--- src/sv/ctlp_pkg.sv ---
// types, codes, character constants and helpers for the cnf text parser
package ctlp_pkg;

  localparam int unsigned LITERAL_BITS_DEFAULT = 32;
  localparam int unsigned COUNT_BITS_DEFAULT   = 32;
  localparam int unsigned RESULT_FIFO_DEPTH    = 4;
  localparam int unsigned ENTRY_W_DEFAULT      =
    2 + LITERAL_BITS_DEFAULT + 2 * COUNT_BITS_DEFAULT + 3 + 1;

  typedef enum logic [3:0] {
    PH_LINE_START, PH_COMMENT, PH_PRE_TOKEN, PH_TOKEN, PH_PRE_VARS, PH_VARS,
    PH_PRE_CLS, PH_CLS, PH_REST, PH_BAD, PH_BODY_WS, PH_BODY_NUM, PH_STOPPED
  } phase_e;

  typedef enum logic [1:0] {
    KIND_HEADER, KIND_LITERAL, KIND_DONE, KIND_ERROR
  } kind_e;

  typedef enum logic [2:0] {
    ERR_UNEXPECTED_END, ERR_NO_PROBLEM, ERR_BAD_HEADER, ERR_RANGE,
    ERR_BAD_CHAR, ERR_FEWER, ERR_MORE
  } error_e;

  typedef struct packed {
    phase_e     phase;
    logic [1:0] pos;
    logic       ovf;
    logic       neg;
    logic       dig;
  } parse_ctrl_t;

  localparam parse_ctrl_t CTRL_RESET = '{
    phase: PH_LINE_START, pos: 2'd0, ovf: 1'b0, neg: 1'b0, dig: 1'b0
  };

  localparam logic [1:0] LAST_TOKEN_POS = 2'd3;

  localparam logic [7:0] CH_C     = 8'h63;
  localparam logic [7:0] CH_N     = 8'h6e;
  localparam logic [7:0] CH_F     = 8'h66;
  localparam logic [7:0] CH_P     = 8'h70;
  localparam logic [7:0] CH_NL    = 8'h0a;
  localparam logic [7:0] CH_TAB   = 8'h09;
  localparam logic [7:0] CH_CR    = 8'h0d;
  localparam logic [7:0] CH_SPACE = 8'h20;
  localparam logic [7:0] CH_PLUS  = 8'h2b;
  localparam logic [7:0] CH_MINUS = 8'h2d;
  localparam logic [7:0] CH_ZERO  = 8'h30;
  localparam logic [7:0] CH_NINE  = 8'h39;

  function automatic logic is_ws(input logic [7:0] c);
    return (c == CH_SPACE) || (c inside {[CH_TAB:CH_CR]});
  endfunction

  function automatic logic is_digit(input logic [7:0] c);
    return c inside {[CH_ZERO:CH_NINE]};
  endfunction

  function automatic logic is_sign(input logic [7:0] c);
    return (c == CH_PLUS) || (c == CH_MINUS);
  endfunction

  // expected character of the "cnf" token at a match position
  function automatic logic [7:0] cnf_char(input logic [1:0] pos);
    logic [7:0] ch;
    case (pos)
      2'd0:    ch = CH_C;
      2'd1:    ch = CH_N;
      default: ch = CH_F;
    endcase
    return ch;
  endfunction

endpackage

--- src/sv/cnf_text_literal_parser.sv ---
// top level of the cnf text parser: input register, parser and result queue
//
// Reads a DIMACS CNF text one byte per transfer on the input channel
// (text_byte_i, end_of_text_i marks the final byte). Leading comment lines
// are skipped, the "p cnf V C" header gives a header result, then every
// signed literal gives a literal result and the final byte gives a finished
// or error result. After an error, bytes are dropped up to the final byte.
// A byte causes zero, one or two results; last_of_run_o marks the last one.
// Throughput: one byte per cycle while in_stall_o is low; the parser step sits between
// the input register and the result queue; results leave at one per cycle while
// out_stall_i is low. A transferred byte is held in the input register until its
// results are written into the result queue, from which they are offered.
// The result queue holds four entries; the input stalls while fewer than two
// are free, so a stalled receiver backs up into in_stall_o after a few bytes.
// Reset puts the parser at the start of a new text with an empty queue; the
// final byte of a text also returns the parser to that state.
module cnf_text_literal_parser #(
  parameter int unsigned LITERAL_BITS = ctlp_pkg::LITERAL_BITS_DEFAULT,
  parameter int unsigned COUNT_BITS   = ctlp_pkg::COUNT_BITS_DEFAULT
) (
  input  logic                           clk_i,
  input  logic                           rst_ni,
  input  logic                           in_valid_i,
  output logic                           in_stall_o,
  input  logic [7:0]                     text_byte_i,
  input  logic                           end_of_text_i,
  output logic                           out_valid_o,
  input  logic                           out_stall_i,
  output logic [1:0]                     item_kind_o,
  output logic signed [LITERAL_BITS-1:0] literal_value_o,
  output logic [COUNT_BITS-1:0]          variable_count_o,
  output logic [COUNT_BITS-1:0]          clause_count_o,
  output logic [2:0]                     error_code_o,
  output logic                           last_of_run_o
);

  localparam int unsigned ERR_LSB  = 1;
  localparam int unsigned CLS_LSB  = 4;
  localparam int unsigned VARS_LSB = CLS_LSB + COUNT_BITS;
  localparam int unsigned LIT_LSB  = VARS_LSB + COUNT_BITS;
  localparam int unsigned KIND_LSB = LIT_LSB + LITERAL_BITS;
  localparam int unsigned ENTRY_W  = KIND_LSB + 2;

  logic               in_valid_q, in_valid_d;
  logic [7:0]         byte_q;
  logic               eot_q;
  logic               accept, step, room;
  logic [1:0]         push_cnt;
  logic [ENTRY_W-1:0] entry0, entry1, head;

  assign step       = in_valid_q && room;
  assign in_stall_o = in_valid_q && !room;
  assign accept     = in_valid_i && !in_stall_o;
  assign in_valid_d = accept ? 1'b1 : (step ? 1'b0 : in_valid_q);

  always_ff @(posedge clk_i or negedge rst_ni) begin
    if (!rst_ni) begin
      in_valid_q <= 1'b0;
    end else begin
      in_valid_q <= in_valid_d;
    end
  end

  always_ff @(posedge clk_i) begin
    if (accept) begin
      byte_q <= text_byte_i;
      eot_q  <= end_of_text_i;
    end
  end

  ctlp_parser #(
    .LITERAL_BITS(LITERAL_BITS),
    .COUNT_BITS  (COUNT_BITS)
  ) u_parser (
    .clk_i        (clk_i),
    .rst_ni       (rst_ni),
    .step_i       (step),
    .text_byte_i  (byte_q),
    .end_of_text_i(eot_q),
    .push_cnt_o   (push_cnt),
    .entry0_o     (entry0),
    .entry1_o     (entry1)
  );

  ctlp_result_fifo #(
    .WIDTH(ENTRY_W),
    .DEPTH(ctlp_pkg::RESULT_FIFO_DEPTH)
  ) u_fifo (
    .clk_i     (clk_i),
    .rst_ni    (rst_ni),
    .push_cnt_i(push_cnt),
    .data0_i   (entry0),
    .data1_i   (entry1),
    .pop_i     (!out_stall_i),
    .valid_o   (out_valid_o),
    .room_o    (room),
    .head_o    (head)
  );

  assign item_kind_o      = head[KIND_LSB +: 2];
  assign literal_value_o  = $signed(head[LIT_LSB +: LITERAL_BITS]);
  assign variable_count_o = head[VARS_LSB +: COUNT_BITS];
  assign clause_count_o   = head[CLS_LSB +: COUNT_BITS];
  assign error_code_o     = head[ERR_LSB +: 3];
  assign last_of_run_o    = head[0];

endmodule

--- src/sv/ctlp_parser.sv ---
// parser state and one-byte step logic, producing up to two packed results
module ctlp_parser #(
  parameter int unsigned LITERAL_BITS = ctlp_pkg::LITERAL_BITS_DEFAULT,
  parameter int unsigned COUNT_BITS   = ctlp_pkg::COUNT_BITS_DEFAULT
) (
  input  logic                clk_i,
  input  logic                rst_ni,
  input  logic                step_i,
  input  logic [7:0]          text_byte_i,
  input  logic                end_of_text_i,
  output logic [1:0]          push_cnt_o,
  output logic [2+LITERAL_BITS+2*COUNT_BITS+3:0] entry0_o,
  output logic [2+LITERAL_BITS+2*COUNT_BITS+3:0] entry1_o
);

  localparam int unsigned MAG_W   = (LITERAL_BITS > COUNT_BITS) ? LITERAL_BITS : COUNT_BITS;
  localparam int unsigned PROD_W  = MAG_W + 4;
  localparam int unsigned ENTRY_W = 2 + LITERAL_BITS + 2 * COUNT_BITS + 3 + 1;
  localparam logic [PROD_W-1:0] LIT_LIM = PROD_W'(1) << (LITERAL_BITS - 1);
  localparam logic [PROD_W-1:0] CNT_LIM = (PROD_W'(1) << COUNT_BITS) - PROD_W'(1);
  localparam logic [MAG_W-1:0]  LIT_MAX = MAG_W'(LIT_LIM - PROD_W'(1));

  typedef struct packed {
    logic              s_hdr;
    logic              s_lit;
    logic              s_fail;
    ctlp_pkg::error_e  s_code;
    logic              e_lit;
    logic              e_fail;
    ctlp_pkg::error_e  e_code;
    logic              e_done;
  } event_t;

  ctlp_pkg::parse_ctrl_t ctrl_q, ctrl_d;
  logic [MAG_W-1:0]      mag_q, mag_d;
  logic [COUNT_BITS-1:0] hv_q, hv_d, hc_q, hc_d, zc_q, zc_d;

  event_t                  ev;
  logic [LITERAL_BITS-1:0] s_val, e_val;
  logic [COUNT_BITS-1:0]   ev_hv, ev_hc, ev_zc;

  logic                base_zero, base_ovf, body_phase;
  logic [MAG_W-1:0]    base_mag, acc_mag;
  logic [PROD_W-1:0]   prod, lim;
  logic                acc_ovf;
  logic [7:0]          c;

  function automatic logic lit_bad(input logic [MAG_W-1:0] mag, input logic ovf,
                                   input logic neg);
    return ovf || (!neg && (mag > LIT_MAX));
  endfunction

  function automatic logic [LITERAL_BITS-1:0] lit_value(input logic [MAG_W-1:0] mag,
                                                        input logic neg);
    logic [MAG_W-1:0] v;
    v = neg ? (MAG_W'(0) - mag) : mag;
    return v[LITERAL_BITS-1:0];
  endfunction

  function automatic logic [ENTRY_W-1:0] pack(input ctlp_pkg::kind_e k,
                                              input logic [LITERAL_BITS-1:0] l,
                                              input logic [COUNT_BITS-1:0] v,
                                              input logic [COUNT_BITS-1:0] cl,
                                              input ctlp_pkg::error_e e);
    return {k, l, v, cl, e, 1'b0};
  endfunction

  assign c = text_byte_i;

  // digit accumulation: magnitude * 10 + digit, checked against the phase limit
  assign base_zero  = (ctrl_q.phase == ctlp_pkg::PH_PRE_VARS) ||
                      (ctrl_q.phase == ctlp_pkg::PH_PRE_CLS) ||
                      (ctrl_q.phase == ctlp_pkg::PH_BODY_WS);
  assign body_phase = (ctrl_q.phase == ctlp_pkg::PH_BODY_WS) ||
                      (ctrl_q.phase == ctlp_pkg::PH_BODY_NUM);
  assign base_mag   = base_zero ? '0 : mag_q;
  assign base_ovf   = base_zero ? 1'b0 : ctrl_q.ovf;
  assign prod       = (PROD_W'(base_mag) << 3) + (PROD_W'(base_mag) << 1) +
                      PROD_W'(c[3:0]);
  assign lim        = body_phase ? LIT_LIM : CNT_LIM;
  assign acc_ovf    = base_ovf || (prod > lim);
  assign acc_mag    = acc_ovf ? base_mag : prod[MAG_W-1:0];

  // next state and result events
  always_comb begin
    ctrl_d = ctrl_q;
    mag_d  = mag_q;
    hv_d   = hv_q;
    hc_d   = hc_q;
    zc_d   = zc_q;
    ev     = '0;
    s_val  = '0;
    e_val  = '0;

    case (ctrl_q.phase)
      ctlp_pkg::PH_LINE_START: begin
        if (c == ctlp_pkg::CH_C) begin
          ctrl_d.phase = ctlp_pkg::PH_COMMENT;
        end else if (c == ctlp_pkg::CH_P) begin
          ctrl_d.phase = ctlp_pkg::PH_PRE_TOKEN;
          ctrl_d.pos   = '0;
        end else begin
          ev.s_fail = 1'b1;
          ev.s_code = ctlp_pkg::ERR_NO_PROBLEM;
        end
      end
      ctlp_pkg::PH_COMMENT: begin
        if (c == ctlp_pkg::CH_NL) ctrl_d.phase = ctlp_pkg::PH_LINE_START;
      end
      ctlp_pkg::PH_PRE_TOKEN: begin
        if (c == ctlp_pkg::CH_NL) begin
          ev.s_fail = 1'b1;
          ev.s_code = ctlp_pkg::ERR_BAD_HEADER;
        end else if (!ctlp_pkg::is_ws(c)) begin
          if (c == ctlp_pkg::cnf_char(2'd0)) begin
            ctrl_d.pos   = 2'd1;
            ctrl_d.phase = ctlp_pkg::PH_TOKEN;
          end else begin
            ctrl_d.phase = ctlp_pkg::PH_BAD;
          end
        end
      end
      ctlp_pkg::PH_TOKEN: begin
        if (ctlp_pkg::is_ws(c)) begin
          if (ctrl_q.pos == ctlp_pkg::LAST_TOKEN_POS && c != ctlp_pkg::CH_NL) begin
            ctrl_d.phase = ctlp_pkg::PH_PRE_VARS;
          end else if (c == ctlp_pkg::CH_NL) begin
            ev.s_fail = 1'b1;
            ev.s_code = ctlp_pkg::ERR_BAD_HEADER;
          end else begin
            ctrl_d.phase = ctlp_pkg::PH_BAD;
          end
        end else if (ctrl_q.pos != ctlp_pkg::LAST_TOKEN_POS &&
                     c == ctlp_pkg::cnf_char(ctrl_q.pos)) begin
          ctrl_d.pos = ctrl_q.pos + 2'd1;
        end else begin
          ctrl_d.phase = ctlp_pkg::PH_BAD;
        end
      end
      ctlp_pkg::PH_PRE_VARS, ctlp_pkg::PH_PRE_CLS: begin
        if (ctlp_pkg::is_digit(c)) begin
          mag_d        = acc_mag;
          ctrl_d.ovf   = acc_ovf;
          ctrl_d.dig   = 1'b1;
          ctrl_d.neg   = 1'b0;
          ctrl_d.phase = (ctrl_q.phase == ctlp_pkg::PH_PRE_VARS) ?
                         ctlp_pkg::PH_VARS : ctlp_pkg::PH_CLS;
        end else if (!(ctlp_pkg::is_ws(c) && c != ctlp_pkg::CH_NL)) begin
          if (c == ctlp_pkg::CH_NL) begin
            ev.s_fail = 1'b1;
            ev.s_code = ctlp_pkg::ERR_BAD_HEADER;
          end else begin
            ctrl_d.phase = ctlp_pkg::PH_BAD;
          end
        end
      end
      ctlp_pkg::PH_VARS: begin
        if (ctlp_pkg::is_digit(c)) begin
          mag_d      = acc_mag;
          ctrl_d.ovf = acc_ovf;
          ctrl_d.dig = 1'b1;
        end else if (ctlp_pkg::is_ws(c) && !ctrl_q.ovf) begin
          hv_d = mag_q[COUNT_BITS-1:0];
          if (c == ctlp_pkg::CH_NL) begin
            ev.s_fail = 1'b1;
            ev.s_code = ctlp_pkg::ERR_BAD_HEADER;
          end else begin
            ctrl_d.phase = ctlp_pkg::PH_PRE_CLS;
          end
        end else if (c == ctlp_pkg::CH_NL) begin
          ev.s_fail = 1'b1;
          ev.s_code = ctlp_pkg::ERR_BAD_HEADER;
        end else begin
          ctrl_d.phase = ctlp_pkg::PH_BAD;
        end
      end
      ctlp_pkg::PH_CLS: begin
        if (ctlp_pkg::is_digit(c)) begin
          mag_d      = acc_mag;
          ctrl_d.ovf = acc_ovf;
          ctrl_d.dig = 1'b1;
        end else if (!ctrl_q.ovf) begin
          // any non-digit ends the clause count, the rest of the line is ignored
          hc_d = mag_q[COUNT_BITS-1:0];
          if (c == ctlp_pkg::CH_NL) begin
            ev.s_hdr     = 1'b1;
            ctrl_d.phase = ctlp_pkg::PH_BODY_WS;
          end else begin
            ctrl_d.phase = ctlp_pkg::PH_REST;
          end
        end else if (c == ctlp_pkg::CH_NL) begin
          ev.s_fail = 1'b1;
          ev.s_code = ctlp_pkg::ERR_BAD_HEADER;
        end else begin
          ctrl_d.phase = ctlp_pkg::PH_BAD;
        end
      end
      ctlp_pkg::PH_REST: begin
        if (c == ctlp_pkg::CH_NL) begin
          ev.s_hdr     = 1'b1;
          ctrl_d.phase = ctlp_pkg::PH_BODY_WS;
        end
      end
      ctlp_pkg::PH_BAD: begin
        if (c == ctlp_pkg::CH_NL) begin
          ev.s_fail = 1'b1;
          ev.s_code = ctlp_pkg::ERR_BAD_HEADER;
        end
      end
      ctlp_pkg::PH_BODY_WS: begin
        if (!ctlp_pkg::is_ws(c)) begin
          mag_d      = '0;
          ctrl_d.ovf = 1'b0;
          ctrl_d.neg = 1'b0;
          ctrl_d.dig = 1'b0;
          if (ctlp_pkg::is_digit(c)) begin
            mag_d        = acc_mag;
            ctrl_d.ovf   = acc_ovf;
            ctrl_d.dig   = 1'b1;
            ctrl_d.phase = ctlp_pkg::PH_BODY_NUM;
          end else if (ctlp_pkg::is_sign(c)) begin
            ctrl_d.neg   = (c == ctlp_pkg::CH_MINUS);
            ctrl_d.phase = ctlp_pkg::PH_BODY_NUM;
          end else begin
            ev.s_fail = 1'b1;
            ev.s_code = ctlp_pkg::ERR_BAD_CHAR;
          end
        end
      end
      ctlp_pkg::PH_BODY_NUM: begin
        if (ctlp_pkg::is_digit(c)) begin
          mag_d      = acc_mag;
          ctrl_d.ovf = acc_ovf;
          ctrl_d.dig = 1'b1;
        end else if (!ctrl_q.dig) begin
          ev.s_fail = 1'b1;
          ev.s_code = ctlp_pkg::ERR_BAD_CHAR;
        end else if (lit_bad(mag_q, ctrl_q.ovf, ctrl_q.neg)) begin
          ev.s_fail = 1'b1;
          ev.s_code = ctlp_pkg::ERR_RANGE;
        end else begin
          ev.s_lit     = 1'b1;
          s_val        = lit_value(mag_q, ctrl_q.neg);
          ctrl_d.phase = ctlp_pkg::PH_BODY_WS;
          if (mag_q == '0) zc_d = zc_q + COUNT_BITS'(1);
          // a sign right after digits starts the next literal
          if (ctlp_pkg::is_sign(c)) begin
            mag_d        = '0;
            ctrl_d.ovf   = 1'b0;
            ctrl_d.dig   = 1'b0;
            ctrl_d.neg   = (c == ctlp_pkg::CH_MINUS);
            ctrl_d.phase = ctlp_pkg::PH_BODY_NUM;
          end else if (!ctlp_pkg::is_ws(c)) begin
            ev.s_fail = 1'b1;
            ev.s_code = ctlp_pkg::ERR_BAD_CHAR;
          end
        end
      end
      default: begin
      end
    endcase

    if (ev.s_fail) ctrl_d.phase = ctlp_pkg::PH_STOPPED;

    // final byte: close an open literal, then compare the clause count
    if (end_of_text_i && ctrl_d.phase != ctlp_pkg::PH_STOPPED) begin
      if (ctrl_d.phase == ctlp_pkg::PH_BODY_NUM) begin
        if (!ctrl_d.dig) begin
          ev.e_fail = 1'b1;
          ev.e_code = ctlp_pkg::ERR_BAD_CHAR;
        end else if (lit_bad(mag_d, ctrl_d.ovf, ctrl_d.neg)) begin
          ev.e_fail = 1'b1;
          ev.e_code = ctlp_pkg::ERR_RANGE;
        end else begin
          ev.e_lit     = 1'b1;
          e_val        = lit_value(mag_d, ctrl_d.neg);
          ctrl_d.phase = ctlp_pkg::PH_BODY_WS;
          if (mag_d == '0) zc_d = zc_d + COUNT_BITS'(1);
        end
      end
      if (!ev.e_fail) begin
        if (ctrl_d.phase != ctlp_pkg::PH_BODY_WS) begin
          ev.e_fail = 1'b1;
          ev.e_code = ctlp_pkg::ERR_UNEXPECTED_END;
        end else if (zc_d == hc_d) begin
          ev.e_done = 1'b1;
        end else begin
          ev.e_fail = 1'b1;
          ev.e_code = (zc_d < hc_d) ? ctlp_pkg::ERR_FEWER : ctlp_pkg::ERR_MORE;
        end
      end
    end

    ev_hv = hv_d;
    ev_hc = hc_d;
    ev_zc = zc_d;

    if (end_of_text_i) begin
      ctrl_d = ctlp_pkg::CTRL_RESET;
      mag_d  = '0;
      hv_d   = '0;
      hc_d   = '0;
      zc_d   = '0;
    end
  end

  // result packing in emission order
  logic [ENTRY_W-1:0] ent [2];
  logic [1:0]         n;

  always_comb begin
    ent[0] = '0;
    ent[1] = '0;
    n      = 2'd0;
    if (ev.s_hdr) begin
      ent[n[0]] = pack(ctlp_pkg::KIND_HEADER, '0, ev_hv, ev_hc,
                       ctlp_pkg::ERR_UNEXPECTED_END);
      n = n + 2'd1;
    end
    if (ev.s_lit) begin
      ent[n[0]] = pack(ctlp_pkg::KIND_LITERAL, s_val, '0, '0,
                       ctlp_pkg::ERR_UNEXPECTED_END);
      n = n + 2'd1;
    end
    if (ev.s_fail) begin
      ent[n[0]] = pack(ctlp_pkg::KIND_ERROR, '0, '0, '0, ev.s_code);
      n = n + 2'd1;
    end
    if (ev.e_lit) begin
      ent[n[0]] = pack(ctlp_pkg::KIND_LITERAL, e_val, '0, '0,
                       ctlp_pkg::ERR_UNEXPECTED_END);
      n = n + 2'd1;
    end
    if (ev.e_fail) begin
      ent[n[0]] = pack(ctlp_pkg::KIND_ERROR, '0, '0,
                       (ev.e_code == ctlp_pkg::ERR_FEWER ||
                        ev.e_code == ctlp_pkg::ERR_MORE) ? ev_zc : '0,
                       ev.e_code);
      n = n + 2'd1;
    end
    if (ev.e_done) begin
      ent[n[0]] = pack(ctlp_pkg::KIND_DONE, '0, ev_hv, ev_zc,
                       ctlp_pkg::ERR_UNEXPECTED_END);
      n = n + 2'd1;
    end
    if (n == 2'd1) ent[0][0] = 1'b1;
    if (n == 2'd2) ent[1][0] = 1'b1;
  end

  assign push_cnt_o = step_i ? n : 2'd0;
  assign entry0_o   = ent[0];
  assign entry1_o   = ent[1];

  always_ff @(posedge clk_i or negedge rst_ni) begin
    if (!rst_ni) begin
      ctrl_q <= ctlp_pkg::CTRL_RESET;
      mag_q  <= '0;
      hv_q   <= '0;
      hc_q   <= '0;
      zc_q   <= '0;
    end else if (step_i) begin
      ctrl_q <= ctrl_d;
      mag_q  <= mag_d;
      hv_q   <= hv_d;
      hc_q   <= hc_d;
      zc_q   <= zc_d;
    end
  end

endmodule

--- src/sv/ctlp_result_fifo.sv ---
// result queue taking up to two entries per cycle and giving one
module ctlp_result_fifo #(
  parameter int unsigned WIDTH = ctlp_pkg::ENTRY_W_DEFAULT,
  parameter int unsigned DEPTH = ctlp_pkg::RESULT_FIFO_DEPTH
) (
  input  logic             clk_i,
  input  logic             rst_ni,
  input  logic [1:0]       push_cnt_i,
  input  logic [WIDTH-1:0] data0_i,
  input  logic [WIDTH-1:0] data1_i,
  input  logic             pop_i,
  output logic             valid_o,
  output logic             room_o,
  output logic [WIDTH-1:0] head_o
);

  localparam int unsigned PTR_W = (DEPTH > 1) ? $clog2(DEPTH) : 1;
  localparam int unsigned CNT_W = $clog2(DEPTH + 1);

  logic [WIDTH-1:0] mem_q [DEPTH];
  logic [PTR_W-1:0] wr_q, wr_d, rd_q, rd_d;
  logic [CNT_W-1:0] cnt_q, cnt_d;
  logic             pop;

  assign pop     = pop_i && valid_o;
  assign valid_o = (cnt_q != '0);
  // room for a two-entry transfer
  assign room_o  = (cnt_q <= CNT_W'(DEPTH - 2));
  assign head_o  = mem_q[rd_q];

  assign wr_d  = wr_q + PTR_W'(push_cnt_i);
  assign rd_d  = rd_q + PTR_W'(pop);
  assign cnt_d = cnt_q + CNT_W'(push_cnt_i) - CNT_W'(pop);

  always_ff @(posedge clk_i) begin
    if (push_cnt_i != 2'd0) mem_q[wr_q] <= data0_i;
    if (push_cnt_i == 2'd2) mem_q[wr_q + PTR_W'(1)] <= data1_i;
  end

  always_ff @(posedge clk_i or negedge rst_ni) begin
    if (!rst_ni) begin
      wr_q  <= '0;
      rd_q  <= '0;
      cnt_q <= '0;
    end else begin
      wr_q  <= wr_d;
      rd_q  <= rd_d;
      cnt_q <= cnt_d;
    end
  end

endmodule

--- config.mk ---
export PLATFORM = sky130hd
export DESIGN_NAME = cnf_text_literal_parser
export DESIGN_NICKNAME = d
export VERILOG_FILES = /design/src/sv/ctlp_pkg.sv /design/src/sv/cnf_text_literal_parser.sv /design/src/sv/ctlp_parser.sv /design/src/sv/ctlp_result_fifo.sv
export SDC_FILE = /design/constraint.sdc
export NUM_CORES = 2
export LEC_CHECK = 0
export BUFFER_PORTS_ARGS = -buffer_cell sky130_fd_sc_hd__buf_2
export CORE_AREA = 2 2 265 267
export CTS_CLUSTER_DIAMETER = 40
export DETAILED_ROUTE_END_ITERATION = 8
export DIE_AREA = 0 0 267 269
export PLACE_DENSITY = 0.77
export SYNTH_ARGS = -nofsm -noshare
export SYNTH_HDL_FRONTEND = slang
export SYNTH_SLANG_ARGS = --single-unit
--- constraint.sdc ---
create_clock -name clk_i -period 15.7 [get_ports clk_i]
set_input_delay 3.14 -clock clk_i [delete_from_list [all_inputs] [get_ports clk_i]]
set_output_delay 3.14 -clock clk_i [all_outputs]
set_load 0.005 [all_outputs]
==> results.txt <==
----------------------------------------------------
[Outcome]
  Outcome ... finished, final reports clean

[STA]
  Max-slew headroom ... 18.2%
  Crit path time final ... 14610 ps
  Setup Total Neg Slack ... 0 ps
  Total setup violations reported at the end of the flow ... 0
  Worst-margin pin slew ... 1210 ps
  Worst Hold Slack ... 476 ps
  Number of slew-limit violations in the final report ... 0
  Share of the clock period used by the worst path ... 93.1%
  Setup repair after global routing missed its margin ... false
  Maximum achievable frequency ... 0.0684 GHz
  Worst clock skew ... 31.0 ps
  Least setup slack across all paths after layout ... 1090 ps
  Endpoints failing hold ... 0

[Synth]
  Syn_area_per_cell ... 10.5 µm²
  Synthesized instance count ... 3259
  Arithmetic-cell share of the synthesized area counting full adders, half adders and majority gates ... 5.46%
  Largest cells by area after synthesis ... sky130_fd_sc_hd__edfxtp_1 (37%), sky130_fd_sc_hd__dfrtp_1 (11%), sky130_fd_sc_hd__mux4_2 (6.7%)
  Proportion of netlist area held by the largest area contributor ... 36.6%
  Post-synthesis compound-gate area fraction ... 14.5%
  Unique cell type count in the Yosys netlist ... 113
  Number of storage elements in the synthesis netlist ... 562
  Async set-or-reset flop fraction in the synthesized netlist ... 25.8%
  Share of cell area taken by muxes after synthesis ... 9.35%
  Combinational family with the most area after synthesis ... simple AND/OR/NAND/NOR gates
  Post-synthesis sequential area ratio ... 47.2%
  Predominant post-synthesis flop cell ... sky130_fd_sc_hd__edfxtp_1
  Cell Area, Synth ... 34200 µm²
  Xor-xnor portion of the synthesized cell area ... 4.73%
  Post-synth net total ... 3420
  EDFF count, synth ... 417
  Share of synthesized cell area in and, or, nand and nor gates ... 15.5%
  Synth Warn # ... 0
  Biggest area consumer among synthesized cells ... sky130_fd_sc_hd__edfxtp_1

[Die]
  Number of top-level pins ... 117
  Area enclosed by the die boundary ... 71800 µm²
  Placeable Area ... 69300 µm²
  Vertical extent of the die ... 269 µm
  Rows ... 97
  Initial Utilization ... 49.4%
  Die width ... 267 µm

[Worst setup path]
  First element of the critical path ... u_parser.ctrl_q[7]
  Logic depth of the worst register-to-register path ... 49
  Startpoint type of the worst setup path ... register
  Critical Path Sink Type ... register
  Crit path capture ... u_fifo.mem_q[1][51]
  Highest net fanout along the worst path ... 32
  Type of the setup path with the least slack ... register to register
  Critical Path AT ... 15050 ps
  Stage delay of the slowest cell on the critical path ... 810 ps
  Slowest cell on the critical path ... sky130_fd_sc_hd__or4_1
  Register-to-register setup slack ... 1090 ps
  Data required time of the worst path ... 16140 ps
  Reg-to-reg startpoint ... u_parser.ctrl_q[7]
  Endpoint of the lowest-slack register-to-register path ... u_fifo.mem_q[1][51]
  Cell occurring most often along the worst timing path ... sky130_fd_sc_hd__ha_1

[Placement]
  Detailed placer's ending HPWL ... 70.7 mm
  Count of buffers inserted at the top-level ports ... 116
  RePlAce Congestion ... 1.01
  Placed cells ... 4157
  Instance area at placement ... 35700 µm²
  Post-Place Setup Slack ... 1300 ps

[Routing]
  Via count ... 27800
  Count of TritonRoute iterations in the first routing pass ... 7
  Post-detailed-route via-to-cell ratio ... 6.48
  Antenna violation net count after detailed routing ... 0
  WL final ... 104 mm
  Routed wirelength normalized by instance count ... 24.3 µm
  First DRT Iteration DRCs ... 3556
  Number of DRC violations after detailed routing ... 0

[Hold path]
  Type of the worst min-delay path ... register to register

[Global route]
  Number of global-route vias before repair ... 26400
  Total global routing overflow ... 0
  Antenna violations before repair ... 3
  Maximum number of pins on one net before global-route repair ... 94
  Total track usage ... 28.7%
  Global-route wire length before repair ... 159 mm

[Final layout]
  Proportion of layout cells with a drive suffix above 1 ... 15.2%
  Antenna diode instance count ... 0
  Post-layout instance count excluding filler cells ... 4298
  Design Area, Final ... 38300 µm²
  Most used cells in the layout excluding fill and tap cells ... sky130_fd_sc_hd__nor2_1 (421), sky130_fd_sc_hd__edfxtp_1 (417), sky130_fd_sc_hd__nand2_1 (299)
  Synthesis-to-layout area growth ... 12.1%
  Layout net count ... 3456
  Filler instances ... 5705
  Commonest non-fill, non-tap cell in the layout ... sky130_fd_sc_hd__nor2_1
  Core utilization of the finished layout ... 55.3%

[Clock tree]
  CTS Buf Count ... 76
  H-tree levels ... 3
  Clock transition at the register clock pins on the worst setup and hold paths after CTS ... 50 ps
  Cell at the root of the clock tree ... sky130_fd_sc_hd__clkbuf_16
  Number of sinks driven by the clock tree ... 562
  Latest clock arrival within the worst-skew pair ... 630 ps
  Maximum clock insertion buffer count ... 3
  Number of hold buffers added after CTS ... 0
  Clock tree from TritonCTS ... built

[Run]
  Maximum capacitance violations ... 0

[Power and ir drop]
  VDD IR max ... 0.101 mV
  Power density cells ... 142 nW/µm²
  Post-layout power ... 5.45 mW
  Leakage power ... 14.6 nW

----------------------------------------------------
-- critical path: cells and delay by family, from the launching register on --
kind / cells / cell delay [ps]
adders and majority gates: 5 / 1390
DFF: 1 / 760
buffers and inverters: 4 / 810
xor gates and xnor gates: 3 / 530
and+or+nand+nor: 16 / 4660
AOI/OAI and AO/OA: 21 / 6220
-- logic make-up (layout without fill, tap and decap cells) --
group	count (synthesis)	in the layout
buffers and inverters	280	379
XOR/XNOR	183	183
adder cells (fa/ha/maj)	148	148
AO/OA/AOI/OAI	776	776
multiplexers	191	191
AND/OR/NAND/NOR	1119	1119
flip-flops	562	562
-- cells in the mapped netlist, types with 16 or more instances --
master,instances
sky130_fd_sc_hd__a211oi_1,18
sky130_fd_sc_hd__a21o_1,27
sky130_fd_sc_hd__a21oi_1,156
sky130_fd_sc_hd__a22o_1,19
sky130_fd_sc_hd__a22oi_1,62
sky130_fd_sc_hd__a31oi_1,19
sky130_fd_sc_hd__and2_1,45
sky130_fd_sc_hd__buf_1,27
sky130_fd_sc_hd__buf_2,20
sky130_fd_sc_hd__clkbuf_1,173
sky130_fd_sc_hd__dfrtp_1,145
sky130_fd_sc_hd__edfxtp_1,417
sky130_fd_sc_hd__ha_1,146
sky130_fd_sc_hd__inv_1,52
sky130_fd_sc_hd__mux2i_1,80
sky130_fd_sc_hd__mux4_2,102
sky130_fd_sc_hd__nand2_1,300
sky130_fd_sc_hd__nand2b_1,20
sky130_fd_sc_hd__nand3_1,57
sky130_fd_sc_hd__nand4_1,40
sky130_fd_sc_hd__nor2_1,424
sky130_fd_sc_hd__nor2b_1,27
sky130_fd_sc_hd__nor3_1,48
sky130_fd_sc_hd__nor4_1,21
sky130_fd_sc_hd__o21ai_0,200
sky130_fd_sc_hd__o22ai_1,125
sky130_fd_sc_hd__o31ai_1,20
sky130_fd_sc_hd__or2_2,16
sky130_fd_sc_hd__or3_1,40
sky130_fd_sc_hd__xnor2_1,97
sky130_fd_sc_hd__xor2_1,84
-- routing by layer --
metal	routed length, µm	global-route usage (%)	vias up
met3	11100	5.42	344
met2	47600	45.0	1777
li1	-	-	12300
met4	5000	12.5	4
met1	40600	39.1	13400
met5	23	0	-
-- sequential cells by signal (all words and copies together) (netlist names) --
name	count
u_fifo.wr_q	2
byte_q	8
u_fifo.cnt_q	3
u_fifo.rd_q	2
u_fifo.mem_q	408
in_valid_q	1
eot_q	1
u_parser.hv_q	32
u_parser.zc_q	32
u_parser.hc_q	32
u_parser.mag_q	32
u_parser.ctrl_q	9
-- layout make-up --
class,count,area [µm²],share of cell area (%)
Clock buffer,93,2070,5.40
Clock inverter,48,556,1.45
Inverter,54,203,0.529
Multi-Input combinational cell,2417,17100,44.5
Sequential cell,562,16200,42.2
Tap cell,940,1180,3.07
Timing Repair Buffer,184,1100,2.86
-- power by group --
| group | total (mW) | internal (mW) | switching (mW) |
|---|---|---|---|
| clock network | 1.77 | 1.05 | 0.718 |
| logic | 1.57 | 0.589 | 0.986 |
| registers | 2.11 | 1.95 | 0.163 |
-- worst min path at each step --
stage,start,endpoint,slack [ps],cells after the start
after global routing,u_parser.hc_q[16],u_parser.hc_q[16],500,2
final,u_parser.hc_q[9],u_parser.hc_q[9],480,2
after global placement,u_parser.hc_q[18],u_parser.hc_q[18],460,2
after floorplan,u_parser.hc_q[10],u_parser.hc_q[10],450,2
after CTS,u_parser.hc_q[9],u_parser.hc_q[9],480,2
after detailed placement,u_parser.hc_q[23],u_parser.hc_q[23],470,2
-- repair_timing --
item                                    in CTS  in global routing
endpoints found under the hold margin        0                  0
endpoints found under the setup margin       0                128
gates resized for setup                      0                  1
setup buffers                                0                  0
Note: power is estimated with default switching activity, not from simulation.
